### src/sv/rfc_pkg.sv
package rfc_pkg;

  localparam int STORE_WORDS_DEF = 4096;
  localparam int COORD_BITS_DEF  = 6;

  localparam int WORD_W      = 32;
  localparam int INDEX_W     = 20;
  localparam int CFG_W       = 7;
  localparam int CFG_IDX_W   = 2;
  localparam int LOAD_ADDR_W = 12;
  localparam int KIND_W      = 2;
  localparam int STATUS_W    = 2;

  localparam logic [KIND_W-1:0] KIND_LOAD = 2'd0;
  localparam logic [KIND_W-1:0] KIND_ROI  = 2'd1;
  localparam logic [KIND_W-1:0] KIND_ADV  = 2'd2;

  localparam logic [STATUS_W-1:0] STAT_OK     = 2'd0;
  localparam logic [STATUS_W-1:0] STAT_NO_ROI = 2'd1;
  localparam logic [STATUS_W-1:0] STAT_REJECT = 2'd2;

  localparam logic [CFG_IDX_W-1:0] REG_MAP_WIDTH  = 2'd0;
  localparam logic [CFG_IDX_W-1:0] REG_MAP_HEIGHT = 2'd1;
  localparam logic [CFG_IDX_W-1:0] REG_CHANNELS   = 2'd2;

  localparam logic [CFG_W-1:0] MAP_WIDTH_RST  = 7'd64;
  localparam logic [CFG_W-1:0] MAP_HEIGHT_RST = 7'd64;
  localparam logic [CFG_W-1:0] CHANNELS_RST   = 7'd1;

endpackage

### src/sv/rfc_mod_unit.sv
// Reduces a raw address modulo the store depth. Power-of-two depth: truncation
// of the registered value. Otherwise multiply by a scaled reciprocal for the
// quotient, multiply back and subtract, with each product registered.
module rfc_mod_unit import rfc_pkg::*; #(
  parameter int STORE_WORDS = STORE_WORDS_DEF,
  parameter int RAW_W       = COORD_BITS_DEF + 2 * CFG_W + 1
) (
  input  logic                           clk,
  input  logic                           rst,
  input  logic                           start,
  input  logic [RAW_W-1:0]               raw,
  output logic                           done,
  output logic [$clog2(STORE_WORDS)-1:0] rem
);

  localparam int AW      = $clog2(STORE_WORDS);
  localparam bit IS_POW2 = ((STORE_WORDS & (STORE_WORDS - 1)) == 0);
  // with RECIP = ceil(2^SH / depth), (raw * RECIP) >> SH is the exact quotient
  // for every raw below 2^RAW_W
  localparam int SH      = RAW_W + AW;
  localparam int RECIP_W = RAW_W + 1;
  localparam int PROD_W  = RAW_W + RECIP_W;
  localparam logic [RECIP_W-1:0] RECIP =
    RECIP_W'(((64'd1 << SH) + 64'(STORE_WORDS) - 64'd1) / 64'(STORE_WORDS));

  logic [RAW_W-1:0]  x1;
  logic [RAW_W-1:0]  x2;
  logic [PROD_W-1:0] prod;
  logic [RAW_W-1:0]  back;
  logic [RAW_W-1:0]  r;
  logic [2:0]        vld;

  always_ff @(posedge clk) begin
    if (rst) begin
      vld <= '0;
    end else begin
      vld <= {vld[1:0], start};
    end
  end

  always_ff @(posedge clk) begin
    x1   <= raw;
    prod <= PROD_W'(raw) * PROD_W'(RECIP);
    x2   <= x1;
    back <= RAW_W'(prod[PROD_W-1:SH]) * RAW_W'(STORE_WORDS);
    if (IS_POW2) begin
      if (start) begin
        r <= raw;
      end
    end else if (vld[1]) begin
      r <= x2 - back;
    end
  end

  assign done = IS_POW2 ? vld[0] : vld[2];
  assign rem  = r[AW-1:0];

endmodule

### config.mk
export PLATFORM = sky130hd
export DESIGN_NAME = rfc_mod_unit
export DESIGN_NICKNAME = d
export VERILOG_FILES = /design/src/sv/rfc_pkg.sv /design/src/sv/rfc_mod_unit.sv
export SDC_FILE = /design/constraint.sdc
export NUM_CORES = 1
export LEC_CHECK = 0
export BUFFER_PORTS_ARGS = -buffer_cell sky130_fd_sc_hd__buf_2
export CAP_MARGIN = 20
export CORE_AREA = 2 2 39 41
export CTS_CLUSTER_DIAMETER = 50
export DETAILED_ROUTE_END_ITERATION = 8
export DIE_AREA = 0 0 41 43
export HOLD_SLACK_MARGIN = 0.12
export PLACE_DENSITY = 0.67
export SLEW_MARGIN = 20
export SYNTH_ARGS = -nofsm -noshare
export SYNTH_HDL_FRONTEND = slang
export SYNTH_SLANG_ARGS = --single-unit
### constraint.sdc
create_clock -name clk -period 0.8 [get_ports clk]
set_input_delay 0.2 -clock clk [delete_from_list [all_inputs] [get_ports clk]]
set_output_delay 0.2 -clock clk [all_outputs]
set_load 0.005 [all_outputs]
==> flow_summary.ini <==
[floorplan]
ios = 37
coreArea_um2 = 1384
rows = 14
start_util_pct = 28.48
fp.dieH_um = 43
die_w_um = 41
die_area_um2 = 1763

[power]
ir_worst_vdd_uv = 988.9
power.total_mw = 1.294
cellPowerDensity_nw_per_um2 = 2169
p_leak_nw = 0.2637

[cells_and_area]
stdcell_area_um2 = 596.8
multi_input_area_um2 = 13.76
final_core_util_pct = 43.13
seq_area_um2 = 381.6
n_fill_cell = 124
antennaDiodeCount = 0
drive_gt1_share_pct = 68.09
final_cells = 63
nets = 72
area_growth_pct = 51.43

[critical_path]
crit_fanout = 1
path_class = reg2out
cp.depth = 1
crit_required_ns = 0.60
arrival_ns = 0.76
crit_buf_inv = 1
crit_path_end_kind = output port
critPathMaxStageDelay_ns = 0.37
critPathLaunchType = register
critical_path.top_delay_family = flip-flops
cp_slowest_cell = edfxtp_1
path_cells = buf_2

[place]
post-place-ws_ns = 0.0009560
io_buffers = 27
routabilityCongestion = 0.5750
dp_cells = 57
placed_cell_area_um2 = 549.3

[timing]
finalCriticalPeriod_ns = 0.9627
setup_viol = 14
hold_viol = 0
drv_slew = 0
tns_ns = -1.882
worst-slew-pin-transition_ns = 0.2742
rsz0062_at_grt = yes
slew_headroom_pct = 81.72
setup_ws_ns = -0.1627
fmax_ghz = 1.039
whs_ns = 0.1099
fin_crit_sh_pct = 120.3

[status]
violations = negative setup slack
status = finished with violations

[clock_network]
post-cts-setup-buffers = 0
cts_tree = yes
htree_levels = 1
path_clk_slew_ns = 0.07
cts_root_buf = clkbuf_4
cts_buffer_depth = 2
cts-buffers-inserted = 3
clock-sinks = 13

[synth]
yosysUniqueCellTypes = 3
synth_area_um2 = 394.1
syn_area_per_cell_um2 = 28.15
synthAdderAreaFrac_pct = 0
synthArstFlopShare_pct = 0
synth-seq-cells = 13
synth_top_family_by_area = simple AND/OR/NAND/NOR gates
seq_area_frac_synth_pct = 96.51
yosys.area_share.simple_pct = 3.492
synth_edf_count = 12
synth_common_cells = edfxtp_1 (12), dfxtp_1 (1), nor2b_4 (1)
synth-compound-area-share_pct = 0
synth_top_area_share_pct = 91.43
netlist_instances = 14
synth_ff_type = edfxtp_1
muxShareOfSynthArea_pct = 0
synth.net_count = 38
synth_xor_area_share_pct = 0
synth_top_cell_by_area = edfxtp_1
synth_most_common_cell = edfxtp_1
ys_warn_count = 0
synthTopCellsByArea = edfxtp_1 (91%), dfxtp_1 (5.1%), nor2b_4 (3.5%)

[drt]
drt-initial-drc-count = 3
vias = 241
first_pass_iters = 3
vias_per_cell = 3.825
routed_wl_um = 665
ant_nets = 0
wire_per_inst_um = 10.56
drcViolationCount = 0

[grt]
grt_pass1_wl_um = 945
antenna_found_initial = 0
grt_pass1_vias = 229
grt.overflow.total = 0
grt_max_degree = 14
grt_usage_pct = 9.156

[min_path]
hold_path_end = r[5]
min_path_cells = 1
hold_path.class = in2reg
worstHoldStart = raw[5]

[job]
max_cap_viol_count = 0
==> timing repair <==
item / in CTS / in global routing
endpoints found under the hold margin: 13 / 12
resized for setup: 0 / 1
hold buffers: 1 / 1
setup endpoints to repair: 13 / 13
==> final cells by class <==
cell class | instances | share of cell area (%)
sequential | 13 | 63.94
clock buffer | 4 | 4.403
tap | 16 | 3.354
multi-input combinational | 1 | 2.306
timing repair buffer | 29 | 26.00
==> registers in the layout, indices dropped and copies added (netlist names) <==
name  cells
vld       1
r        12
==> routing by layer <==
layer / GRT usage (%) / part of all wire, % / wire, um
met5: 0 / 0 / 0
met2: 13.13 / 55 / 363
met1: 9.059 / 37 / 246
met4: 8.000 / 1.2 / 8
met3: 4.712 / 7.1 / 47
==> placed cells by master (no fill, tap or decap) <==
cell           count
nor2b_4            1
dlygate4sd3_1      2
clkbuf_1           1
edfxtp_1          12
buf_2             27
clkbuf_4           3
dfxtp_2            1
==> how the worst max path moves through the flow <==
stage | from | to | slack (ns)
after floorplan | r[0] | rem[0] | 0.24
after global placement | start | r[0] | 0.01
after detailed placement | start | r[11] | 0.001
after CTS | r[0] | rem[0] | -0.19
after global routing | r[0] | rem[0] | -0.23
final | r[0] | rem[0] | -0.16
==> where the power goes <==
part           switching [mW]  leakage [nW]  internal, mW  total, mW
Clock                   0.182        0.0150         0.192      0.374
Combinational          0.0456         0.123        0.0654      0.111
Sequential             0.0105         0.126         0.799      0.809
Total                   0.238         0.264          1.06       1.29
==> logic make-up after synthesis <==
| kind of cell | Yosys count |
|---|---|
| AND/OR/NAND/NOR | 1 |
| flip-flops | 13 |
Power figures use the tool's default switching activity.
