**src/sv/rfc_pkg.sv**
```systemverilog
package rfc_pkg;

  localparam int STORE_WORDS_DEF = 4096;
  localparam int COORD_BITS_DEF  = 6;

  localparam int WORD_W      = 32;
  localparam int INDEX_W     = 20;
  localparam int CFG_W       = 7;
  localparam int CFG_IDX_W   = 2;
  localparam int LOAD_ADDR_W = 12;
  localparam int KIND_W      = 2;
  localparam int STATUS_W    = 2;

  localparam logic [KIND_W-1:0] KIND_LOAD = 2'd0;
  localparam logic [KIND_W-1:0] KIND_ROI  = 2'd1;
  localparam logic [KIND_W-1:0] KIND_ADV  = 2'd2;

  localparam logic [STATUS_W-1:0] STAT_OK     = 2'd0;
  localparam logic [STATUS_W-1:0] STAT_NO_ROI = 2'd1;
  localparam logic [STATUS_W-1:0] STAT_REJECT = 2'd2;

  localparam logic [CFG_IDX_W-1:0] REG_MAP_WIDTH  = 2'd0;
  localparam logic [CFG_IDX_W-1:0] REG_MAP_HEIGHT = 2'd1;
  localparam logic [CFG_IDX_W-1:0] REG_CHANNELS   = 2'd2;

  localparam logic [CFG_W-1:0] MAP_WIDTH_RST  = 7'd64;
  localparam logic [CFG_W-1:0] MAP_HEIGHT_RST = 7'd64;
  localparam logic [CFG_W-1:0] CHANNELS_RST   = 7'd1;

endpackage

```
**src/sv/rfc_addr_gen.sv**
```systemverilog
// word address = ch * (width * height) + row * width + col, three register stages
module rfc_addr_gen import rfc_pkg::*; #(
  parameter int COORD_BITS = COORD_BITS_DEF
) (
  input  logic                          clk,
  input  logic                          rst,
  input  logic                          start,
  input  logic [COORD_BITS-1:0]         ch,
  input  logic [COORD_BITS:0]           row,
  input  logic [COORD_BITS:0]           col,
  input  logic [CFG_W-1:0]              map_width,
  input  logic [CFG_W-1:0]              map_height,
  output logic                          done,
  output logic [COORD_BITS+2*CFG_W:0]   raw
);

  localparam int AREA_W = 2 * CFG_W;
  localparam int RW_W   = COORD_BITS + 1 + CFG_W;
  localparam int RWC_W  = RW_W + 1;
  localparam int PR_W   = COORD_BITS + AREA_W;
  localparam int RAW_W  = COORD_BITS + 2 * CFG_W + 1;

  logic [AREA_W-1:0]     area_q;
  logic [RW_W-1:0]       rw_q;
  logic [COORD_BITS-1:0] ch_q;
  logic [COORD_BITS:0]   col_q;
  logic [PR_W-1:0]       prod_q;
  logic [RWC_W-1:0]      rwc_q;
  logic [RAW_W-1:0]      raw_q;
  logic [2:0]            vld;

  always_ff @(posedge clk) begin
    if (rst) begin
      vld <= '0;
    end else begin
      vld <= {vld[1:0], start};
    end
  end

  always_ff @(posedge clk) begin
    area_q <= AREA_W'(map_width) * AREA_W'(map_height);
    rw_q   <= RW_W'(row) * RW_W'(map_width);
    ch_q   <= ch;
    col_q  <= col;
    prod_q <= PR_W'(ch_q) * PR_W'(area_q);
    rwc_q  <= RWC_W'(rw_q) + RWC_W'(col_q);
    raw_q  <= RAW_W'(prod_q) + RAW_W'(rwc_q);
  end

  assign done = vld[2];
  assign raw  = raw_q;

endmodule

```
**config.mk**
```make
export PLATFORM = sky130hd
export DESIGN_NAME = rfc_addr_gen
export DESIGN_NICKNAME = d
export VERILOG_FILES = /design/src/sv/rfc_pkg.sv /design/src/sv/rfc_addr_gen.sv
export SDC_FILE = /design/constraint.sdc
export NUM_CORES = 1
export LEC_CHECK = 0
export BUFFER_PORTS_ARGS = -buffer_cell sky130_fd_sc_hd__buf_2
export CAP_MARGIN = 20
export CORE_ASPECT_RATIO = 1.1
export CORE_MARGIN = 2
export CORE_UTILIZATION = 64
export CTS_BUF_LIST = sky130_fd_sc_hd__clkbuf_2
export CTS_CLUSTER_SIZE = 16
export DETAILED_ROUTE_END_ITERATION = 7
export MAX_ROUTING_LAYER = met4
export PLACE_DENSITY = 0.84
export SYNTH_ARGS = -nofsm -noshare
export SYNTH_HDL_FRONTEND = slang
export SYNTH_SLANG_ARGS = --single-unit
```
**constraint.sdc**
```tcl
create_clock -name clk -period 5.9 [get_ports clk]
set_clock_uncertainty 0.15 [all_clocks]
set_input_delay 1.18 -clock clk [delete_from_list [all_inputs] [get_ports clk]]
set_output_delay 1.18 -clock clk [all_outputs]
set_load 0.005 [all_outputs]
```
==> results.md <==
* Area taken by multi-input logic gates at 6410 um^2
* DRC viols at 0
* 1st-pass router iterations at 5
* Final Wtd Congestion at 0.877
* Sequential area share after synthesis at 22.5%
* Max-Slew Margin vs Limit at 70.6%
* I/O pin cnt at 59
* Post-DP HPWL at 13.2 mm
* Avg Inst Size Synth at 9.57 um^2
* Drt wl/cell at 13.2 um
* Vias per cell at 5.22
* ANT nets after route at 0
* RSZ-0062 raised after global routing: false
* Final setup viols at 0
* Clock latency on the worst-skew pair at 610 ps
* Required arrival time at the worst endpoint at 6320 ps
* Die ar. at 14900 um^2
* Post-synthesis async set-or-reset flop share at 0%
* Clock-pin slew on the worst setup and hold paths at 300 ps
* Row cnt at 45
* Vias in the first global route at 6261
* Tot GR Track Use at 23.0%
* #FFs+latches synth at 100
* Post-synth EDFFs at 0
* Status: finished clean
* Worst-margin pin slew at 440 ps
* Lkg Pwr at 4.81 nW
* Hold WC Path Type: reg -> reg
* Largest net degree at the start of global routing at 19
* Routed wire length at 15.6 mm
* First-pass GRT wire length at 26.8 mm
* Core box area at 13700 um^2
* PD cells at 584 nW/um^2
* Mapped Nets at 1181
* Worst EP arrival at 5090 ps
* Cell area after synthesis at 8910 um^2
* Share of layout cells above drive strength 1 at 8.88%
* Pre-CTS setup slack at 552 ps
* Initial Utilization at 65.1%
* Htree depth at 3
* Ys Warns at 0
* Synth cell types at 52
* Number of buffers added on ports at 58
* CTS Buf Count at 9
* Final worst slack at 1220 ps
* Fillers at 1060
* CP Max Fanout at 14
* Final Net Count at 1236
* Clock sinks at 100
* Crit start category: input port
* DIE HEIGHT at 128 um
* Hold-fix buffers, CTS at 0
* Crit path kind: in -> reg
* GR Overflow Total at 0
* Final Hold Vio Count at 0
* Crit path time final at 4680 ps
* Top_reg_cell synth: dfxtp_1
* Slew Viols, Final at 0
* Clock Path Buffers at 2
* Die width at 116 um
* CTS tree: yes
* Root buffer cell: clkbuf_2
* Fmax at 214 MHz
* Post-route setup TNS at 0 ps
* Seq. cell area at 2000 um^2
* Post-Synthesis Cells at 931
* Via Count at 6165
* Most frequent cells in the layout: and2_1 (140), inv_1 (118), ha_1 (114), dfxtp_1 (100), fa_1 (99)
* Peak supply drop at 0.418 mV
* Crit. End Element: flip-flop
* Layout area overhead at 7.04%
* Buffer count from post-CTS setup fixing at 0
* Initial antenna violation count at 2
* # resized after CTS at 0
* Fin crit share at 79.3%
* DR iter-0 viols at 356
* Max cap viols at 0
* Commonest non-fill, non-tap cell in the layout: and2_1
==> worst paths after layout <==
kind | slack [ps] | depth (start not counted) | from | to
setup reg to reg | 1650 | 13 | ch_q[3] | prod_q[16]
setup / recovery | 1220 | 16 | map_width[0] | area_q[13]
hold / removal | 310 | 1 | vld[1] | vld[2]
hold reg to reg | 310 | 1 | vld[1] | vld[2]
==> worst max-delay path, cell delays in order <==
cell     delay (ps)
buf_2           200
nand2_1         110
fa_1            530
fa_1            550
inv_1            60
fa_1            520
inv_1            50
fa_1            520
inv_1            40
ha_1            330
o21a_1          230
o22a_1          190
o21ai_2          80
o21ai_2         100
and4_1          200
nor3_1          190
==> kinds of logic (layout without fill, tap and decap cells) <==
| logic type | count (synthesis) | count (layout) | synth area share (%) |
|---|---|---|---|
| adder cells (fa/ha/maj) | 213 | 213 | 38.3 |
| XOR/XNOR | 58 | 58 | 5.70 |
| AO/OA/AOI/OAI | 137 | 137 | 10.4 |
| buffers and inverters | 132 | 192 | 5.58 |
| other | 0 | 2 | 0 |
| AND/OR/NAND/NOR | 291 | 291 | 17.6 |
| flip-flops | 100 | 100 | 22.5 |
==> area by class of cell <==
class	count	share of cell area, %
diodes	2	0.0525
multi-input cells	699	67.2
flip-flops and latches	100	21.0
clock inverters	7	1.10
inverters	118	4.65
repair buffers	58	3.05
well taps	188	2.47
clock buffers	9	0.473
==> routing by layer <==
metal	part of all wire, %	wire length [um]	track usage (%)	up-vias
li1	-	-	-	3134
met1	44	6910	28.1	2911
met2	51	7960	39.6	103
met3	2.8	433	2.55	17
met4	1.9	289	7.70	0
met5	0	0	-	-
==> report_power, final <==
group	switching (mW)	internal [mW]
registers	0.150	0.987
clock network	0.241	0.147
logic	2.25	1.78
==> synthesized netlist by cell type, types with 2 or more instances <==
cell type | n | area share, %
and2_1 | 140 | 9.8
inv_1 | 118 | 5.0
ha_1 | 114 | 16
dfxtp_1 | 100 | 22
fa_1 | 99 | 22
nand2_1 | 65 | 2.7
a21oi_1 | 37 | 2.1
nor2_1 | 36 | 1.5
xnor2_1 | 36 | 3.5
o21ai_0 | 24 | 1.3
xor2_1 | 22 | 2.2
a21o_1 | 18 | 1.5
clkbuf_1 | 13 | 0.55
nand3_1 | 10 | 0.56
nor2b_1 | 10 | 0.70
o21a_1 | 10 | 0.84
a31oi_1 | 8 | 0.56
a211oi_1 | 7 | 0.59
nand2b_1 | 7 | 0.49
and3_1 | 5 | 0.35
nand4_1 | 4 | 0.28
o21bai_1 | 4 | 0.34
nor3_1 | 3 | 0.17
nor4_1 | 3 | 0.21
o21ai_1 | 3 | 0.17
o21ai_2 | 3 | 0.30
a2111o_1 | 2 | 0.25
a21oi_2 | 2 | 0.20
a311o_1 | 2 | 0.22
o211ai_1 | 2 | 0.17
o31ai_1 | 2 | 0.17
or2_2 | 2 | 0.14
==> sequential cells by signal (all words and copies together) (netlist names) <==
signal / cells
area_q: 14
ch_q: 6
col_q: 7
prod_q: 20
raw: 21
rw_q: 14
rwc_q: 15
vld: 3
==> stage by stage <==
stage | area [um^2] | hold slack (ps) | utilization, % | total power [mW] | instances
final | 9530 | 314 | 69.7 | 5.56 | 1181
after global routing | 9530 | 335 | 69.7 | 6.24 | 1181
after CTS | 9530 | 318 | 69.6 | 5.60 | 1179
after detailed placement | 9380 | 284 | 68.5 | 5.19 | 1163
after global placement | 9380 | 273 | 68.5 | 5.06 | 1163
after floorplan | 8910 | 264 | - | 4.41 | 931
Note: power is estimated with default switching activity, not from simulation.
